**config.mk**
```make
export PLATFORM = sky130hd
export DESIGN_NAME = cpu8_execute_unit_top_flat
export DESIGN_NICKNAME = d
export VERILOG_FILES = /design/src/rtl/c8eu_pkg.sv /design/src/rtl/c8eu_if.sv /design/src/rtl/c8eu_alu.sv /design/src/rtl/cpu8_execute_unit_top.sv /design/src/flat_wrapper.sv
export SDC_FILE = /design/constraint.sdc
export NUM_CORES = 1
export LEC_CHECK = 0
export BUFFER_PORTS_ARGS = -buffer_cell sky130_fd_sc_hd__buf_2
export CORE_UTILIZATION = 60
export DETAILED_ROUTE_END_ITERATION = 8
export PLACE_DENSITY = 0.8
export SLEW_MARGIN = 30
export SYNTH_ARGS = -nofsm -noshare
export SYNTH_HDL_FRONTEND = slang
export SYNTH_SLANG_ARGS = --single-unit
```
**constraint.sdc**
```tcl
create_clock -name clk -period 8.2 [get_ports clk]
set_clock_uncertainty 0.1 [all_clocks]
set_input_delay 2.05 -clock clk [delete_from_list [all_inputs] [get_ports clk]]
set_output_delay 2.05 -clock clk [all_outputs]
set_load 0.05 [all_outputs]
```
**src/rtl/c8eu_pkg.sv**
```systemverilog
// ----------------------------------------------------------------------------
// c8eu_pkg: shared types and constants
// Operation codes, status bit positions and the result item layout.
// ----------------------------------------------------------------------------
`default_nettype none
package c8eu_pkg;

  typedef enum logic [5:0] {
    OP_BRK = 6'd0,  OP_CLC = 6'd1,  OP_SEC = 6'd2,  OP_CLI = 6'd3,
    OP_SEI = 6'd4,  OP_CLD = 6'd5,  OP_SED = 6'd6,  OP_CLV = 6'd7,
    OP_ASL = 6'd8,  OP_LSR = 6'd9,  OP_ADC = 6'd10, OP_SBC = 6'd11,
    OP_BIT = 6'd12, OP_ROL = 6'd13, OP_ROR = 6'd14, OP_ORA = 6'd15,
    OP_AND = 6'd16, OP_EOR = 6'd17, OP_JSR = 6'd18, OP_JMP = 6'd19,
    OP_RTI = 6'd20, OP_RTS = 6'd21, OP_LDY = 6'd22, OP_LDX = 6'd23,
    OP_LDA = 6'd24, OP_STY = 6'd25, OP_STX = 6'd26, OP_STA = 6'd27,
    OP_PHP = 6'd28, OP_PLA = 6'd29, OP_PHA = 6'd30, OP_PLP = 6'd31,
    OP_TXA = 6'd32, OP_TYA = 6'd33, OP_TXS = 6'd34, OP_TAY = 6'd35,
    OP_TAX = 6'd36, OP_TSX = 6'd37, OP_CPY = 6'd38, OP_CMP = 6'd39,
    OP_CPX = 6'd40, OP_DEY = 6'd41, OP_DEX = 6'd42, OP_DEC = 6'd43,
    OP_INY = 6'd44, OP_INX = 6'd45, OP_INC = 6'd46, OP_BPL = 6'd47,
    OP_BMI = 6'd48, OP_BVC = 6'd49, OP_BVS = 6'd50, OP_BCC = 6'd51,
    OP_BCS = 6'd52, OP_BNE = 6'd53, OP_BEQ = 6'd54, OP_NOP = 6'd55
  } op_t;

  localparam int unsigned FL_C = 0;
  localparam int unsigned FL_Z = 1;
  localparam int unsigned FL_I = 2;
  localparam int unsigned FL_D = 3;
  localparam int unsigned FL_B = 4;
  localparam int unsigned FL_V = 6;
  localparam int unsigned FL_N = 7;

  localparam logic [7:0] STACK_PAGE = 8'h01;

  typedef struct packed {
    logic [5:0]  action;
    logic [7:0]  operand;
    logic [15:0] operand_word;
    logic [15:0] mem_address;
    logic [15:0] pc_in;
  } in_item_t;

  typedef struct packed {
    logic        bus_write;
    logic [15:0] bus_address;
    logic [7:0]  bus_data;
    logic [7:0]  acc_out;
    logic [7:0]  xreg_out;
    logic [7:0]  yreg_out;
    logic [7:0]  sp_out;
    logic [7:0]  flags_out;
    logic [15:0] pc_out;
    logic        last;
  } out_item_t;

  // architectural registers
  typedef struct packed {
    logic [7:0] acc;
    logic [7:0] xreg;
    logic [7:0] yreg;
    logic [7:0] sp;
    logic [7:0] flags;
  } regs_t;

  // what the execute logic hands to the result sequencer
  typedef struct packed {
    regs_t       regs;
    logic [15:0] pc;
    logic [1:0]  count;      // number of result items minus one
    logic        wr;         // single memory write
    logic [15:0] wr_addr;
    logic [7:0]  wr_data;
    logic [7:0]  push0;      // stack bytes in push order
    logic [7:0]  push1;
    logic [7:0]  push2;
    logic        pushes;     // results are stack pushes
    logic [7:0]  sp_first;   // sp at first push
  } exec_t;

endpackage
`default_nettype wire

```
**src/rtl/c8eu_if.sv**
```systemverilog
// ----------------------------------------------------------------------------
// c8eu_in_if / c8eu_out_if: valid/ready item channels
// ----------------------------------------------------------------------------
`default_nettype none
interface c8eu_in_if import c8eu_pkg::*; ();
  logic     valid;
  logic     ready;
  in_item_t data;
  modport source (output valid, output data, input ready);
  modport sink   (input valid, input data, output ready);
endinterface

interface c8eu_out_if import c8eu_pkg::*; ();
  logic      valid;
  logic      ready;
  out_item_t data;
  modport source (output valid, output data, input ready);
  modport sink   (input valid, input data, output ready);
endinterface
`default_nettype wire

```
**src/rtl/c8eu_alu.sv**
```systemverilog
// ----------------------------------------------------------------------------
// c8eu_alu: instruction execute logic
// Computes new registers, pc and the memory writes for one instruction.
// ----------------------------------------------------------------------------
`default_nettype none
module c8eu_alu import c8eu_pkg::*; (
  input  wire in_item_t item,
  input  wire regs_t    regs,
  output exec_t         ex
);

  logic [7:0] m;
  logic [7:0] fl;
  logic [8:0] sum;
  logic [7:0] addend;
  logic [7:0] v;
  logic [8:0] cmp;
  logic [7:0] cmp_reg;
  logic       cond;
  logic       is_br;
  logic [7:0] sp_m1;
  logic [7:0] sp_m2;

  always_comb begin
    m       = item.operand;
    ex      = '0;
    ex.regs = regs;
    ex.pc   = item.pc_in;
    fl      = regs.flags;
    addend  = (item.action == OP_SBC) ? ~m : m;
    sum     = {1'b0, regs.acc} + {1'b0, addend} + {8'd0, regs.flags[FL_C]};
    cmp_reg = (item.action == OP_CPY) ? regs.yreg :
              (item.action == OP_CPX) ? regs.xreg : regs.acc;
    cmp     = {1'b0, cmp_reg} - {1'b0, m};
    sp_m1   = regs.sp - 8'd1;
    sp_m2   = regs.sp - 8'd2;
    v       = '0;
    cond    = 1'b0;
    is_br   = 1'b0;
    ex.sp_first = regs.sp;
    case (item.action)
      OP_BRK: begin
        fl[FL_B]  = 1'b1;
        ex.pushes = 1'b1;
        ex.count  = 2'd2;
        ex.push0  = item.pc_in[15:8];
        ex.push1  = item.pc_in[7:0];
        ex.push2  = fl;
        ex.regs.sp = regs.sp - 8'd3;
        ex.pc     = item.operand_word;
      end
      OP_CLC: fl[FL_C] = 1'b0;
      OP_SEC: fl[FL_C] = 1'b1;
      OP_CLI: fl[FL_I] = 1'b0;
      OP_SEI: fl[FL_I] = 1'b1;
      OP_CLD: fl[FL_D] = 1'b0;
      OP_SED: fl[FL_D] = 1'b1;
      OP_CLV: fl[FL_V] = 1'b0;
      OP_ASL, OP_LSR, OP_ROL, OP_ROR, OP_DEC, OP_INC: begin
        case (item.action)
          OP_ASL: begin v = {m[6:0], 1'b0};          fl[FL_C] = m[7]; end
          OP_LSR: begin v = {1'b0, m[7:1]};          fl[FL_C] = m[0]; end
          OP_ROL: begin v = {m[6:0], regs.flags[FL_C]}; fl[FL_C] = m[7]; end
          OP_ROR: begin v = {regs.flags[FL_C], m[7:1]}; fl[FL_C] = m[0]; end
          OP_DEC: v = m - 8'd1;
          default: v = m + 8'd1;
        endcase
        fl[FL_Z]   = (v == 8'd0);
        fl[FL_N]   = v[7];
        ex.wr      = 1'b1;
        ex.wr_addr = item.mem_address;
        ex.wr_data = v;
      end
      OP_ADC, OP_SBC: begin
        fl[FL_V]    = ~(regs.acc[7] ^ addend[7]) & (regs.acc[7] ^ sum[7]);
        fl[FL_C]    = sum[8];
        ex.regs.acc = sum[7:0];
        fl[FL_Z]    = (sum[7:0] == 8'd0);
        fl[FL_N]    = sum[7];
      end
      OP_BIT: begin
        fl[FL_Z] = ((regs.acc & m) == 8'd0);
        fl[FL_V] = m[6];
        fl[FL_N] = m[7];
      end
      OP_ORA, OP_AND, OP_EOR, OP_LDA, OP_PLA, OP_TXA, OP_TYA: begin
        case (item.action)
          OP_ORA:  v = regs.acc | m;
          OP_AND:  v = regs.acc & m;
          OP_EOR:  v = regs.acc ^ m;
          OP_TXA:  v = regs.xreg;
          OP_TYA:  v = regs.yreg;
          default: v = m;
        endcase
        if (item.action == OP_PLA) ex.regs.sp = regs.sp + 8'd1;
        ex.regs.acc = v;
        fl[FL_Z] = (v == 8'd0);
        fl[FL_N] = v[7];
      end
      OP_JSR: begin
        ex.pushes  = 1'b1;
        ex.count   = 2'd1;
        ex.push0   = item.pc_in[15:8];
        ex.push1   = item.pc_in[7:0];
        ex.regs.sp = sp_m2;
        ex.pc      = item.operand_word;
      end
      OP_JMP: ex.pc = item.operand_word;
      OP_RTI: begin
        fl         = m;
        ex.regs.sp = regs.sp + 8'd3;
        ex.pc      = item.operand_word;
      end
      OP_RTS: begin
        ex.regs.sp = regs.sp + 8'd2;
        ex.pc      = item.operand_word;
      end
      OP_LDY, OP_TAY, OP_DEY, OP_INY: begin
        case (item.action)
          OP_LDY:  v = m;
          OP_TAY:  v = regs.acc;
          OP_DEY:  v = regs.yreg - 8'd1;
          default: v = regs.yreg + 8'd1;
        endcase
        ex.regs.yreg = v;
        fl[FL_Z] = (v == 8'd0);
        fl[FL_N] = v[7];
      end
      OP_LDX, OP_TAX, OP_TSX, OP_DEX, OP_INX: begin
        case (item.action)
          OP_LDX:  v = m;
          OP_TAX:  v = regs.acc;
          OP_TSX:  v = regs.sp;
          OP_DEX:  v = regs.xreg - 8'd1;
          default: v = regs.xreg + 8'd1;
        endcase
        ex.regs.xreg = v;
        fl[FL_Z] = (v == 8'd0);
        fl[FL_N] = v[7];
      end
      OP_STY, OP_STX, OP_STA: begin
        ex.wr      = 1'b1;
        ex.wr_addr = item.mem_address;
        ex.wr_data = (item.action == OP_STY) ? regs.yreg :
                     (item.action == OP_STX) ? regs.xreg : regs.acc;
      end
      OP_PHP, OP_PHA: begin
        ex.wr      = 1'b1;
        ex.wr_addr = {STACK_PAGE, regs.sp};
        ex.wr_data = (item.action == OP_PHP) ? regs.flags : regs.acc;
        ex.regs.sp = sp_m1;
      end
      OP_PLP: begin
        ex.regs.sp = regs.sp + 8'd1;
        fl = m;
      end
      OP_TXS: ex.regs.sp = regs.xreg;
      OP_CPY, OP_CMP, OP_CPX: begin
        fl[FL_C] = ~cmp[8];
        fl[FL_Z] = (cmp[7:0] == 8'd0);
        fl[FL_N] = cmp[7];
      end
      OP_BPL: begin is_br = 1'b1; cond = ~regs.flags[FL_N]; end
      OP_BMI: begin is_br = 1'b1; cond =  regs.flags[FL_N]; end
      OP_BVC: begin is_br = 1'b1; cond = ~regs.flags[FL_V]; end
      OP_BVS: begin is_br = 1'b1; cond =  regs.flags[FL_V]; end
      OP_BCC: begin is_br = 1'b1; cond = ~regs.flags[FL_C]; end
      OP_BCS: begin is_br = 1'b1; cond =  regs.flags[FL_C]; end
      OP_BNE: begin is_br = 1'b1; cond = ~regs.flags[FL_Z]; end
      OP_BEQ: begin is_br = 1'b1; cond =  regs.flags[FL_Z]; end
      default: ;
    endcase
    if (is_br && cond) ex.pc = item.pc_in + {{8{m[7]}}, m};
    ex.regs.flags = fl;
  end

endmodule
`default_nettype wire

```
**src/rtl/cpu8_execute_unit_top.sv**
```systemverilog
// ----------------------------------------------------------------------------
// cpu8_execute_unit_top: 8-bit processor execute stage
// Keeps A, X, Y, SP and status; reports bus writes and state per item.
// ----------------------------------------------------------------------------
// Usage:
//   in_  channel carries one decoded instruction per item with its operands.
//   out_ channel carries result items: one per instruction, two for JSR and
//   three for BRK (the stack pushes), last set on the final one.
//   The instruction is executed in the cycle it is accepted; its first
//   result sits in the output register from the next cycle.
//   Throughput: one instruction per cycle while each gives one result and
//   out_ready is high; JSR and BRK hold the input until all their pushes are
//   sent by the result register, which sends one push per cycle while out_ready is high.
//   Reset clears A, X, Y, SP, status and the output valid flag, not the output data.
//   When out_ready is low the output register holds and in_ready falls as
//   soon as that register cannot be freed in the same cycle.
// ----------------------------------------------------------------------------
`default_nettype none
module cpu8_execute_unit_top import c8eu_pkg::*; (
  input  wire clk,
  input  wire rst_n,
  c8eu_in_if.sink    in_ch,
  c8eu_out_if.source out_ch
);

  regs_t     regs_r, regs_nxt;
  exec_t     ex;
  exec_t     hold_r, hold_nxt;     // multi-push instruction in progress
  logic [1:0] idx_r, idx_nxt;      // index of the next push to send
  logic      busy_r, busy_nxt;
  out_item_t out_r, out_nxt;
  logic      vld_r, vld_nxt;
  logic      slot_free;
  logic      acc_in;
  exec_t     cur;
  logic [1:0] cur_idx;
  logic      have;

  c8eu_alu u_alu (.item(in_ch.data), .regs(regs_r), .ex(ex));

  assign slot_free   = !vld_r || out_ch.ready;
  assign in_ch.ready = slot_free && !busy_r;
  assign acc_in      = in_ch.valid && in_ch.ready;
  assign out_ch.valid = vld_r;
  assign out_ch.data  = out_r;

  always_comb begin
    regs_nxt = regs_r;
    hold_nxt = hold_r;
    idx_nxt  = idx_r;
    busy_nxt = busy_r;
    vld_nxt  = vld_r && !out_ch.ready;
    out_nxt  = out_r;
    have     = 1'b0;
    cur      = hold_r;
    cur_idx  = idx_r;
    if (busy_r && slot_free) begin
      have = 1'b1;
    end else if (acc_in) begin
      have     = 1'b1;
      cur      = ex;
      cur_idx  = 2'd0;
      regs_nxt = ex.regs;
      hold_nxt = ex;
    end
    if (have) begin
      vld_nxt               = 1'b1;
      out_nxt.acc_out       = cur.regs.acc;
      out_nxt.xreg_out      = cur.regs.xreg;
      out_nxt.yreg_out      = cur.regs.yreg;
      out_nxt.sp_out        = cur.regs.sp;
      out_nxt.flags_out     = cur.regs.flags;
      out_nxt.pc_out        = cur.pc;
      out_nxt.last          = (cur_idx == cur.count);
      if (cur.pushes) begin
        out_nxt.bus_write   = 1'b1;
        out_nxt.bus_address = {STACK_PAGE, cur.sp_first - {6'd0, cur_idx}};
        out_nxt.bus_data    = (cur_idx == 2'd0) ? cur.push0 :
                              (cur_idx == 2'd1) ? cur.push1 : cur.push2;
      end else begin
        out_nxt.bus_write   = cur.wr;
        out_nxt.bus_address = cur.wr ? cur.wr_addr : 16'd0;
        out_nxt.bus_data    = cur.wr ? cur.wr_data : 8'd0;
      end
      busy_nxt = (cur_idx != cur.count);
      idx_nxt  = cur_idx + 2'd1;
    end
  end

  always_ff @(posedge clk) begin
    if (!rst_n) begin
      regs_r <= '0;
      busy_r <= 1'b0;
      vld_r  <= 1'b0;
      idx_r  <= '0;
    end else begin
      regs_r <= regs_nxt;
      busy_r <= busy_nxt;
      vld_r  <= vld_nxt;
      idx_r  <= idx_nxt;
    end
  end

  always_ff @(posedge clk) begin
    hold_r <= hold_nxt;
    out_r  <= out_nxt;
  end

  // no new instruction while pushes are still pending
  a_busy_blocks: assert property (@(posedge clk) disable iff (!rst_n)
    busy_r |-> !in_ch.ready)
    else $error("input taken during multi-push");

  // a stalled result holds
  a_hold: assert property (@(posedge clk) disable iff (!rst_n)
    out_ch.valid && !out_ch.ready |=> out_ch.valid && $stable(out_ch.data))
    else $error("result changed under stall");

  // a push sequence never ends early
  a_last: assert property (@(posedge clk) disable iff (!rst_n)
    out_ch.valid && busy_r |-> !out_ch.data.last)
    else $error("last set with pushes pending");

  // registers move only when an instruction is taken
  a_regs: assert property (@(posedge clk) disable iff (!rst_n)
    !acc_in |=> $stable(regs_r))
    else $error("registers changed without an instruction");

endmodule
`default_nettype wire

```
**src/flat_wrapper.sv**
```systemverilog
// flat-port wrapper written by rule: the top's interface ports become plain ports
module cpu8_execute_unit_top_flat import c8eu_pkg::*;
  (clk, rst_n, in_ch_valid, in_ch_data, in_ch_ready, out_ch_valid, out_ch_data, out_ch_ready);
  c8eu_in_if in_ch_i ();
  c8eu_out_if out_ch_i ();
  input  wire clk;
  input  wire rst_n;
  input wire logic [$bits(in_ch_i.valid)-1:0] in_ch_valid;
  input wire logic [$bits(in_ch_i.data)-1:0] in_ch_data;
  output wire logic [$bits(in_ch_i.ready)-1:0] in_ch_ready;
  output wire logic [$bits(out_ch_i.valid)-1:0] out_ch_valid;
  output wire logic [$bits(out_ch_i.data)-1:0] out_ch_data;
  input wire logic [$bits(out_ch_i.ready)-1:0] out_ch_ready;
  assign in_ch_i.valid = in_ch_valid;
  assign in_ch_i.data = in_ch_data;
  assign in_ch_ready = in_ch_i.ready;
  assign out_ch_valid = out_ch_i.valid;
  assign out_ch_data = out_ch_i.data;
  assign out_ch_i.ready = out_ch_ready;
  cpu8_execute_unit_top u_core (.clk(clk), .rst_n(rst_n), .in_ch(in_ch_i), .out_ch(out_ch_i));
endmodule
```
# After elaboration in Yosys (flattened, before gate mapping)
# Index checks and enable logic that the tools add are counted.
dict set report totals {
  reg_bits 242
  in_bits 66
}
dict set report op_classes {
  add_sub_neg 18
  n_eq_ne 57
  muxes 49
  bitwise_logic 15
  n_reduce_logical 35
}
# op count
set ops {}
lappend ops {{116-bit two-way mux} 2}
lappend ops {{6-bit equality test, second input constant} 23}
lappend ops {{8-bit two-way mux} 17}
lappend ops {{6-bit by 5-bit equality test with 1-bit output, second input constant} 16}
lappend ops {{8-bit one-hot mux with 5 select lines} 2}
lappend ops {{25-bit one-hot mux with 3 select lines} 1}
lappend ops {{16-bit two-way mux} 4}
lappend ops {{8-bit one-hot mux with 8 select lines} 1}
lappend ops {{8-bit zero test} 7}
lappend ops {{6-bit by 4-bit equality test with 1-bit output, second input constant} 8}
lappend ops {{8-bit by 1-bit adder with 8-bit output, second input constant} 4}
lappend ops {{8-bit one-hot mux with 4 select lines} 1}
lappend ops {{8-bit by 1-bit subtractor with 8-bit output, second input constant} 4}
lappend ops {{6-bit by 3-bit equality test with 1-bit output, second input constant} 4}
lappend ops {{8-bit one-hot mux with 3 select lines} 1}
lappend ops {{16-bit adder} 1}
lappend ops {{8-bit by 2-bit adder with 8-bit output, second input constant} 2}
lappend ops {{1-bit one-hot mux with 8 select lines} 2}
lappend ops {{8-bit one-hot mux with 2 select lines} 1}
lappend ops {{8-bit by 2-bit subtractor with 8-bit output, second input constant} 2}
lappend ops {{2-bit OR reduction} 7}
lappend ops {{6-bit by 2-bit equality test with 1-bit output, second input constant} 2}
lappend ops {{5-bit OR reduction} 2}
lappend ops {{8-bit by 8-bit adder with 9-bit output} 1}
lappend ops {{other kinds (34)} 59}

# Longest topological paths before layout
# Gate-level depths: netlist of the first run.
dict set report logic_depth {
  depth_word 12
  mapped_depth 19
}

# By module
# Synthesis of the first run repeated with hierarchy kept, for this count alone.
dict set report unflattened {
  cells_unflattened 1741
  area_unflattened_um2 15125.8
}
# module instances cells_each area_each_um2 seq_area_each_um2
set modules_own_cells {}
lappend modules_own_cells {cpu8_execute_unit_top 1 761 8588.2 5665.4}
lappend modules_own_cells {c8eu_alu 1 980 6537.5 0.0}

# Worst setup path after synthesis of the first run
# No wires, ideal clock.
dict set report synth_timing {
  path_type {input to register}
  startpoint {input out_ch_ready}
  endpoint {register u_core.idx_r[0]}
  arrival_time_ps 6266
  t_required_ps 8026
  path_slack_ps 1760
  cell_stages 3
  path_buffers 0
  cell_sequence {nor2b_1 > nor2_1 > o221a_2}
}
dict set report synth_between {
  word_cells_on_any_way 9
  classes_between {1 x add/sub; 4 x mux; 4 x reduce/logical}
}
# element line_no
set synth_lines {}
lappend synth_lines {{start: declaration} flat_wrapper.sv:13} ;# input wire logic [$bits(out_ch_i.ready)-1:0] out_ch_ready;
lappend synth_lines {{1-bit logical OR *} cpu8_execute_unit_top.sv:41} ;# assign slot_free = !vld_r || out_ch.ready;
lappend synth_lines {{1-bit logical AND} cpu8_execute_unit_top.sv:42} ;# assign in_ch.ready = slot_free && !busy_r;
lappend synth_lines {{1-bit logical AND} cpu8_execute_unit_top.sv:43} ;# assign acc_in = in_ch.valid && in_ch.ready;
lappend synth_lines {{1-bit two-way mux} cpu8_execute_unit_top.sv:59} ;# end else if (acc_in) begin
lappend synth_lines {{1-bit two-way mux *} cpu8_execute_unit_top.sv:57} ;# if (busy_r && slot_free) begin
lappend synth_lines {{via u_core.have} cpu8_execute_unit_top.sv:37} ;# logic have;
lappend synth_lines {{end signal: assignment} cpu8_execute_unit_top.sv:100} ;# idx_r <= idx_nxt;
lappend synth_lines {{end: declaration} cpu8_execute_unit_top.sv:29} ;# logic [1:0] idx_r, idx_nxt;
# The timed path passes the listed nets; every way through them passes the cells marked *.
# A chain may end at the register's enable or synchronous reset.

==> key figures, run 1 <==
Yosys
  • Ranking of synthesized cells by area: dfxtp_1 (22%), edfxtp_1 (17%), ha_1 (5.6%)
  • Yosys warnings: 0
  • Syn_nets: 1808
  • EDFF count, synth: 82
  • Cell taking the most area after synthesis: dfxtp_1
  • Register bit total from synthesis: 242
  • Cell Area, Synth: 14700 µm²
  • Netlist cell types: 91
  • Top-area cell type share of the netlist area: 0.218
  • Async SR Flop Fraction: 0
  • Post-synth top flop: dfxtp_1
  • Post-synthesis sequential area ratio: 0.386
  • Syn Area/Cell: 8.80 µm²
  • Post-Syn Instances: 1669

Global routing
  • Number of global-route vias before repair: 12800
  • Largest net degree at the start of global routing: 67
  • First-pass GRT wire length: 73000 µm
  • Initial antenna violation count: 1
  • GRT Total Usage: 0.384
  • GRT Residual Overflow: 0

Worst setup path
  • CP Cell Sequence: buf_2, nor2_1, and3_1, nand2_1, xnor2_1, fa_1, fa_1, a21o_1, a21oi_1, nand2b_1, a21oi_1, a211oi_1, nor4_1, nor3_1, a21oi_1
  • Required time worst endpoint: 8.37 ns
  • CP top delay family: simple AND/OR/NAND/NOR gates
  • Crit path max-delay cell type: nor2_1
  • Buf/Inv on CP: 1
  • Crit-path most repeated cell: a21oi_1
  • CP peak stage delay: 0.54 ns
  • Type of the worst setup path: in -> reg
  • CP arrival: 6.34 ns
  • CP max FO: 31
  • Critical Path Start Type: input port
  • CP Capture Type: register

Route
  • Vias after detailed routing: 13800
  • Met3 wire length: 4400 µm
  • DRT Wirelength: 48300 µm
  • Avg WL per Cell: 23.3 µm
  • Vias per inst: 6.67
  • DR WL met2: 21300 µm
  • DRT met1 WL: 19900 µm
  • DR DRC count: 0
  • Post-DRT Antenna Nets: 0
  • Detailed Routing Iterations Pass 1: 7
  • Top layer in use: met4
  • DR iter-0 viols: 1764

Timing
  • Least-Margin Pin Slew: 1.03 ns
  • Unrepaired setup endpoints after global routing: no
  • Final Cycle Share: 0.752
  • Final Critical Period: 6.17 ns
  • Pins Over Slew Limit: 0
  • WHS: 0.346 ns
  • # setup viols final: 0
  • Max frequency: 162 MHz
  • Setup TNS: 0 ns
  • Max transition margin: 0.308
  • Final hold vios: 0

Pwr
  • Flop pwr share: 0.444
  • Combinational power share: 0.225
  • Pwr Density: 197 nW/µm²
  • NetSw: 0.00104 W
  • Switching share of total power: 0.325
  • Clk pwr share: 0.331
  • Leakage: 6.71 nW
  • Peak VDD IR: 0.000218 V
  • Internal power: 0.00216 W

Die
  • Core ar.: 23800 µm²
  • IO Count: 150
  • Row count: 56
  • Starting Density: 0.619
  • Die W: 158 µm
  • Die Ht: 158 µm
  • Die area: 25100 µm²

Clock network
  • Postcts setup bufs: 0
  • Root Driver: clkbuf_16
  • CTS Buf Count: 24
  • Post-CTS Hold Fix Bufs: 0
  • CTS HTree Levels: 1
  • Clock sink count: 242
  • Post-cts sizing count: 0
  • Clock Pin Slew Worst Setup and Hold Paths: 0.06 ns
  • CTS tree: done
  • Clk_lat worst skew: 0.54 ns
  • Max Buffers Root-to-Sink: 3

Cells and area
  • Most frequent cells in the layout: nand2_1 (171), dfxtp_1 (160), buf_2 (149), o21ai_0 (122), nor2_1 (110)
  • Share of cells above drive strength 1: 0.133
  • Design area: 16300 µm²
  • Antenna cells: 0
  • Most common cell after layout, fill and taps aside: nand2_1
  • Non-Filler Instances: 2074
  • FILL cells: 1903
  • Final core occ: 0.685
  • Syn-to-layout area delta: 10.8%
  • Fin nets: 1876

Worst hold path
  • Min-delay worst type: reg -> reg

Place
  • Placed cell count: 2030
  • HPWL Detailed: 34300 µm
  • Final GP Congestion: 1.04
  • Placed cell areas: 15500 µm²
  • IO Port Bufs: 149

Status
  • Outcome: completed

Job
  • Max-cap violations: 0
-- metal layers --
layer	up-vias	track usage
met1	6559	0.505
met2	773	0.597
li1	6335	-
met4	0	0.216
met3	157	0.0683
met5	-	0
-- per-stage QoR --
stage          power (W)  worst slack (ns)
2_1_floorplan    0.00195              1.76
3_3_place_gp     0.00214              1.65
3_5_place_dp     0.00215              1.58
4_1_cts          0.00320              2.13
5_1_grt          0.00332              1.80
6_report         0.00320              2.03
-- power groups by stage --
stage	logic [W]	clock network, W	registers [W]
global placement	0.000692	0	0.00144
finish	0.000722	0.00106	0.00142
detailed placement	0.000706	0	0.00144
global route	0.000774	0.00111	0.00143
CTS	0.000710	0.00107	0.00142
floorplan	0.000382	0	0.00157
-- cells in the mapped netlist, drive strengths merged (14+ instances only) --
library cell and count:
edfxtp 82, a221oi 23, a21o 17, nand4 15, nor2b 25, o211a 17
nand2 171, a21boi 14, o21a 30, a21oi 84, clkbuf 79, nor2 112
a22o 30, and3 22, buf 47, mux2i 45, ha 66, o22ai 16
xnor2 52, a211oi 18, o21ai 127, nand3 69, a22oi 25, inv 63
dfxtp 160, nor3 32
-- flip-flops by register name, indices dropped and copies added (netlist names) --
signal and flops:
u_core.busy_r 1, u_core.hold_r 116, u_core.idx_r 2, u_core.out_ch.data 82
u_core.out_ch.valid 1, u_core.regs_r 40
-- layout make-up --
type | count | area [µm²] | share of cell area
flip-flops and latches | 242 | 5670 | 0.348
well taps | 319 | 399 | 0.0245
inverters | 64 | 240 | 0.0148
clock inverters | 6 | 50.0 | 0.00308
repair buffers | 168 | 908 | 0.0558
clock buffers | 38 | 703 | 0.0432
multi-input cells | 1237 | 8310 | 0.511
-- logic make-up after synthesis --
family | count (synthesis) | share of synthesized area
simple gates | 527 | 0.177
compound gates | 525 | 0.248
flops | 242 | 0.386
buf+inv | 190 | 0.0521
fa+ha+maj | 73 | 0.0657
xor+xnor | 62 | 0.0370
mux | 50 | 0.0345
-- final timing paths --
path	depth (start not counted)	startpoint	slack, ns	end
max	15	in_ch_data[61]	2.03	u_core.out_ch.data[18]
min	1	u_core.hold_r[86]	0.35	u_core.hold_r[86]
max reg2reg	11	u_core.regs_r[25]	4.42	u_core.out_ch.data[18]
min reg2reg	1	u_core.hold_r[86]	0.35	u_core.hold_r[86]
No activity file was read; power rests on OpenSTA's default activity.
==> run 2, diff against run 1 <==
- clock period: 8.2 -> 6.1 ns (I/O delays scaled with it)
==> key figures, run 2 (synthesis gave the netlist of run 1 again) <==
Die
  • Row count: 56 (unchanged)
  • Die area: 25100 µm² (unchanged)
  • Die Ht: 158 µm (unchanged)
  • Die W: 158 µm (unchanged)
  • Starting Density: 0.619 (unchanged)
  • Core ar.: 23800 µm² (unchanged)
  • IO Count: 150 (unchanged)

Global routing
  • Number of global-route vias before repair: 13200 (was 12800)
  • First-pass GRT wire length: 74000 µm (was 73000 µm)
  • GRT Residual Overflow: 0 (unchanged)
  • Largest net degree at the start of global routing: 79 (was 67)
  • Initial antenna violation count: 0 (was 1)
  • GRT Total Usage: 0.389 (was 0.384)

Route
  • DR DRC count: 0 (unchanged)
  • Avg WL per Cell: 23.5 µm (was 23.3 µm)
  • Vias after detailed routing: 14100 (was 13800)
  • Detailed Routing Iterations Pass 1: 6 (was 7)
  • Vias per inst: 6.71 (was 6.67)
  • DR iter-0 viols: 1441 (was 1764)
  • DRT Wirelength: 49400 µm (was 48300 µm)
  • Post-DRT Antenna Nets: 0 (unchanged)

Worst setup path
  • CP arrival: 5.06 ns (was 6.34 ns)
  • CP Capture Type: register (unchanged)
  • CP max FO: 27 (was 31)
  • Required time worst endpoint: 6.37 ns (was 8.37 ns)
  • CP Cell Sequence: buf_2, buf_4, nand2b_1, nor3_1, a21oi_1, a21oi_1, ha_1, inv_1, fa_1, a21oi_1, o21bai_1, a21o_1, a21oi_1, xnor2_1, nor4_1, a211oi_1, a21oi_1 (was buf_2, nor2_1, and3_1, nand2_1, xnor2_1, fa_1, fa_1, a21o_1, a21oi_1, nand2b_1, a21oi_1, a211oi_1, nor4_1, nor3_1, a21oi_1)
  • Crit path max-delay cell type: nor3_1 (was nor2_1)
  • Crit-path most repeated cell: a21oi_1 (unchanged)
  • CP peak stage delay: 0.47 ns (was 0.54 ns)
  • Type of the worst setup path: in -> reg (unchanged)
  • Critical Path Start Type: input port (unchanged)

Timing
  • Final Critical Period: 4.79 ns
  • Max frequency: 209 MHz
  • Max transition margin: 0.336 (was 0.308)
  • Pins Over Slew Limit: 0 (unchanged)
  • Final hold vios: 0 (unchanged)
  • Least-Margin Pin Slew: 0.988 ns (was 1.03 ns)
  • # setup viols final: 0 (unchanged)
  • Unrepaired setup endpoints after global routing: no (unchanged)
  • WHS: 0.343 ns (was 0.346 ns)
  • Setup TNS: 0 ns (unchanged)
  • Final Cycle Share: 0.785

Place
  • HPWL Detailed: 35200 µm (was 34300 µm)
  • IO Port Bufs: 149 (unchanged)
  • Final GP Congestion: 1.08 (was 1.04)

Cells and area
  • Fin nets: 1902 (was 1876)
  • Most common cell after layout, fill and taps aside: nand2_1 (unchanged)
  • Max FFs per register: 116 (unchanged)
  • Most frequent cells in the layout: nand2_1 (171), dfxtp_1 (160), buf_2 (149), o21ai_0 (122), nor2_1 (111) (was nand2_1 (171), dfxtp_1 (160), buf_2 (149), o21ai_0 (122), nor2_1 (110))
  • Antenna cells: 0 (unchanged)
  • Share of cells above drive strength 1: 0.148 (was 0.133)
  • Syn-to-layout area delta: 12.7% (was 10.8%)
  • Register name with the most flops: u_core.hold_r (unchanged)

Pwr
  • Flop pwr share: 0.428 (was 0.444)
  • Peak VDD IR: 0.000244 V (was 0.000218 V)
  • Leakage: 6.88 nW (was 6.71 nW)
  • Combinational power share: 0.224 (was 0.225)
  • Tot Pwr: 0.00445 W (was 0.00320 W)
  • Pwr Density: 269 nW/µm² (was 197 nW/µm²)
  • Clk pwr share: 0.348 (was 0.331)
  • Internal power: 0.00303 W (was 0.00216 W)
  • Switching share of total power: 0.319 (was 0.325)
  • NetSw: 0.00142 W (was 0.00104 W)

Job
  • Max-cap violations: 0 (unchanged)

Clock network
  • Max Buffers Root-to-Sink: 3 (unchanged)
  • Root Driver: clkbuf_16 (unchanged)
  • Clock sink count: 242 (unchanged)
  • CTS HTree Levels: 1 (unchanged)
  • Post-CTS Hold Fix Bufs: 0 (unchanged)
  • Postcts setup bufs: 0 (unchanged)
  • CTS tree: done (unchanged)
  • Clk_lat worst skew: 0.54 ns (about the same)
  • CTS Buf Count: 25 (was 24)
  • Post-cts sizing count: 0 (unchanged)
  • Clock Pin Slew Worst Setup and Hold Paths: 0.06 ns (about the same)

Worst hold path
  • Min-delay worst type: reg -> reg (unchanged)

Status
  • Outcome: completed (unchanged)
[run 2: changes by cell type in the layout (fill, tap and decap cells not counted), moves of 2 or more]
| cell | before | now |
|---|---|---|
| inv_6 | 0 | 2 |
| buf_4 | 18 | 41 |
| clkinv_2 | 1 | 3 |
| bufinv_16 | 0 | 2 |
| buf_12 | 0 | 2 |
| clkbuf_1 | 9 | 5 |
[run 2: final timing paths]
check	startpoint	endpoint	slack [ns]	depth (start not counted)
worst min register to register	u_core.hold_r[104]	u_core.hold_r[104]	0.34	2
worst max register to register	u_core.regs_r[24]	u_core.out_ch.data[18]	2.70	14
worst max-delay path	in_ch_data[59]	u_core.out_ch.data[18]	1.31	17
worst min-delay path	u_core.hold_r[104]	u_core.hold_r[104]	0.34	2
[run 2: power by group through the flow]
| stage | Combinational (W) | Sequential (W) | Clock, W |
|---|---|---|---|
| final | 0.000997 | 0.00191 | 0.00155 |
| after global routing | 0.00106 | 0.00192 | 0.00161 |
| after CTS | 0.000980 | 0.00190 | 0.00156 |
| after detailed placement | 0.000974 | 0.00194 | 0 |
| after global placement | 0.000955 | 0.00193 | 0 |
| after floorplan | 0.000514 | 0.00211 | 0 |
[run 2: worst max-delay path: cells and delay by family]
kind	cells	cell delay, ns
AO/OA/AOI/OAI	8	1.29
AND/OR/NAND/NOR	3	1.15
adder cells (fa/ha/maj)	2	0.57
buffers and inverters	3	0.42
XOR/XNOR	1	0.09
[run 2: layer usage]
metal | up-vias | GRT usage | part of all wire
li1 | 6391 | - | -
met1 | 6629 | 0.505 | 0.40
met2 | 889 | 0.628 | 0.45
met3 | 185 | 0.0604 | 0.10
met4 | 0 | 0.199 | 0.051
met5 | - | 0 | 0
[run 2: layout make-up]
cell class                 instances  area [µm²]
multi-input combinational       1237        8310
fill                            1888        7190
sequential                       242        5670
timing repair buffer             193        1120
clock buffer                      35         713
tap                              319         399
inverter                          64         240
clock inverter                    11         120
[run 2: stage by stage]
stage	setup slack (ns)	util	instance area [µm²]	cells
finish	1.31	0.697	16600	2101
global route	1.05	0.697	16600	2101
CTS	1.40	0.697	16500	2100
detailed placement	0.850	0.662	15700	2054
global placement	0.927	0.660	15700	2053
floorplan	0.185	-	14700	1669
==> run 3, diff against run 2 <==
- CORE_UTILIZATION: 60 -> 54
- PLACE_DENSITY: 0.8 -> 0.76
- clock period: 6.1 -> 3.87 ns (I/O delays scaled with it)
==> key figures, run 3 (synthesis gave the netlist of run 1 again) <==
Job
  • Max-cap violations: 0 (unchanged)

Timing
  • Final Critical Period: 3.71 ns
  • # setup viols final: 0 (unchanged)
  • Setup ws final: 0.155 ns (was 1.31 ns)
  • Unrepaired setup endpoints after global routing: no (unchanged)
  • Final hold vios: 0 (unchanged)
  • Max frequency: 269 MHz
  • Least-Margin Pin Slew: 1.01 ns (was 0.988 ns)
  • Max transition margin: 0.328 (was 0.336)
  • WHS: 0.341 ns (was 0.343 ns)
  • Pins Over Slew Limit: 0 (unchanged)
  • Final Cycle Share: 0.960

Worst setup path
  • CP Cell Sequence: buf_2, buf_4, nor4bb_1, buf_4, nand2_1, buf_4, buf_4, ha_1, inv_1, o21bai_1, a21o_1, a21oi_1, xnor2_1, mux2i_1, a31oi_1, buf_4 (was buf_2, buf_4, nand2b_1, nor3_1, a21oi_1, a21oi_1, ha_1, inv_1, fa_1, a21oi_1, o21bai_1, a21o_1, a21oi_1, xnor2_1, nor4_1, a211oi_1, a21oi_1)
  • Crit-path most repeated cell: buf_4 (was a21oi_1)
  • CP max FO: 5 (was 27)
  • Crit path max-delay cell type: mux2i_1 (was nor3_1)
  • CP Capture Type: register (unchanged)
  • CP peak stage delay: 0.30 ns (was 0.47 ns)
  • R2r startpoint: u_core.regs_r[25] (was u_core.regs_r[24])
  • R2R depth: 9 (was 14)
  • Type of the worst setup path: in -> reg (unchanged)
  • Critical Path Start Type: input port (unchanged)
  • CP arrival: 3.88 ns (was 5.06 ns)
  • Required time worst endpoint: 4.04 ns (was 6.37 ns)
  • R2r setup slk: 0.59 ns (was 2.70 ns)
  • Worst r2r dst: u_core.out_ch.data[24] (was u_core.out_ch.data[18])

Route
  • Avg WL per Cell: 23.8 µm (was 23.5 µm)
  • DR iter-0 viols: 1892 (was 1441)
  • DRT Wirelength: 56000 µm (was 49400 µm)
  • DR DRC count: 0 (unchanged)
  • Detailed Routing Iterations Pass 1: 6 (unchanged)
  • Vias after detailed routing: 14900 (was 14100)
  • Vias per inst: 6.36 (was 6.71)
  • Post-DRT Antenna Nets: 0 (unchanged)

Die
  • Die Ht: 167 µm (was 158 µm)
  • Row count: 60 (was 56)
  • IO Count: 150 (unchanged)
  • Core ar.: 26800 µm² (was 23800 µm²)
  • Die area: 27900 µm² (was 25100 µm²)
  • Die W: 167 µm (was 158 µm)
  • Starting Density: 0.548 (was 0.619)

Clock network
  • Clk_lat worst skew: 0.54 ns (about the same)
  • CTS HTree Levels: 1 (unchanged)
  • Root Driver: clkbuf_16 (unchanged)
  • Clock Pin Slew Worst Setup and Hold Paths: 0.06 ns (about the same)
  • Post-CTS Hold Fix Bufs: 0 (unchanged)
  • Clock sink count: 242 (unchanged)
  • Max Buffers Root-to-Sink: 3 (unchanged)
  • CTS Buf Count: 25 (unchanged)
  • Postcts setup bufs: 0 (unchanged)
  • CTS tree: done (unchanged)

Place
  • HPWL Detailed: 42800 µm (was 35200 µm)
  • Pre-CTS setup slack: -0.421 ns (was 0.850 ns)
  • IO Port Bufs: 149 (unchanged)
  • Final GP Congestion: 1.06 (was 1.08)

Global routing
  • Most used routing layer: met2 (unchanged)
  • GRT Total Usage: 0.399 (was 0.389)
  • Met2 Use GR: 0.657 (was 0.628)
  • Met3 usage: 0.0506 (was 0.0604)
  • Initial antenna violation count: 1 (was 0)
  • First-pass GRT wire length: 85500 µm (was 74000 µm)
  • Largest net degree at the start of global routing: 59 (was 79)
  • Number of global-route vias before repair: 14600 (was 13200)
  • M1 GR Usage: 0.502 (was 0.505)
  • GRT Residual Overflow: 0 (unchanged)

Cells and area
  • Share of cells above drive strength 1: 0.254 (was 0.148)
  • Multi-input logic area: 8420 µm² (was 8310 µm²)
  • Fin nets: 2127 (was 1902)
  • Final core occ: 0.689 (was 0.697)
  • Most frequent cells in the layout: buf_4 (262), nand2_1 (169), dfxtp_1 (160), buf_2 (149), o21ai_0 (118) (was nand2_1 (171), dfxtp_1 (160), buf_2 (149), o21ai_0 (122), nor2_1 (111))
  • Antenna cells: 0 (unchanged)
  • FILL cells: 2203 (was 1888)
  • Most common cell after layout, fill and taps aside: buf_4 (was nand2_1)
  • Register name with the most flops: u_core.hold_r (unchanged)
  • Register Area: 5670 µm² (unchanged)
  • Syn-to-layout area delta: 25.7% (was 12.7%)
  • Max FFs per register: 116 (unchanged)

Pwr
  • Peak VDD IR: 0.000333 V (was 0.000244 V)
  • Leakage: 8.06 nW (was 6.88 nW)
  • Pwr Density: 396 nW/µm² (was 269 nW/µm²)

Worst hold path
  • Min-delay worst type: reg -> reg (unchanged)
  • WHS Path Cells: 2 (unchanged)
  • Hold path start: u_core.hold_r[104] (unchanged)
  • Hold Path End: u_core.hold_r[104] (unchanged)

Status
  • Outcome: completed (unchanged)
-- run 3: cell count changes in the layout (fill, tap and decap cells not counted), sizes merged --
cell and delta:
buf +225, clkbuf -5, clkinv +3, inv +2, bufinv +1, clkinvlp -1
-- run 3: where the power goes --
group / switching [W] / internal, W / total (W) / leakage, nW
Clock: 0.00103 / 0.00145 / 0.00248 / 0.415
Combinational: 0.00118 / 0.000646 / 0.00183 / 5.51
Sequential: 0.000119 / 0.00288 / 0.00300 / 2.13
-- run 3: per-layer routing --
| metal | vias to the layer above | part of all wire |
|---|---|---|
| li1 | 6837 | - |
| met1 | 7125 | 0.40 |
| met2 | 741 | 0.46 |
| met3 | 223 | 0.075 |
| met4 | 2 | 0.066 |
| met5 | - | 0.00016 |
-- run 3: repair_timing --
action | in CTS | in global routing
endpoints found under the setup margin | 0 | 3
endpoints found under the hold margin | 0 | 0
gates resized for setup | 0 | 5
-- run 3: worst max path at each step --
| stage | startpoint | endpoint | slack (ns) |
|---|---|---|---|
| 3_5_place_dp | in_ch_data[58] | u_core.out_ch.data[18] | -0.42 |
| 4_1_cts | in_ch_data[58] | u_core.out_ch.data[18] | 0.13 |
| 6_report | in_ch_data[59] | u_core.out_ch.data[32] | 0.16 |
| 3_3_place_gp | in_ch_data[58] | u_core.out_ch.data[18] | -0.38 |
| 2_1_floorplan | in_ch_data[57] | u_core.out_ch.data[18] | -0.34 |
| 5_1_grt | in_ch_data[59] | u_core.out_ch.data[32] | 0.003 |
-- run 3: final cells by class --
cell class,count,share of cell area
inverter,64,0.0130
clock inverter,16,0.00908
tap,341,0.0231
clock buffer,30,0.0365
multi-input combinational,1237,0.456
sequential,242,0.307
timing repair buffer,418,0.155
-- run 3: worst max-delay path, delay by kind of cell --
family          cells  cell delay [ns]
xor+xnor            1             0.24
compound gates      4             0.59
simple gates        2             0.45
fa+ha+maj           1             0.29
buf+inv             7             1.04
mux                 1             0.30
-- run 3: per-stage QoR --
stage          total power (W)  instance area [µm²]  cells  setup TNS [ns]
5_1_grt                0.00754                18500   2348               0
3_5_place_dp           0.00483                17600   2302           -6.40
4_1_cts                0.00729                18400   2348               0
2_1_floorplan          0.00416                14900   1669           -1.78
6_report               0.00730                18500   2348               0
3_3_place_gp           0.00478                17500   2300           -3.92
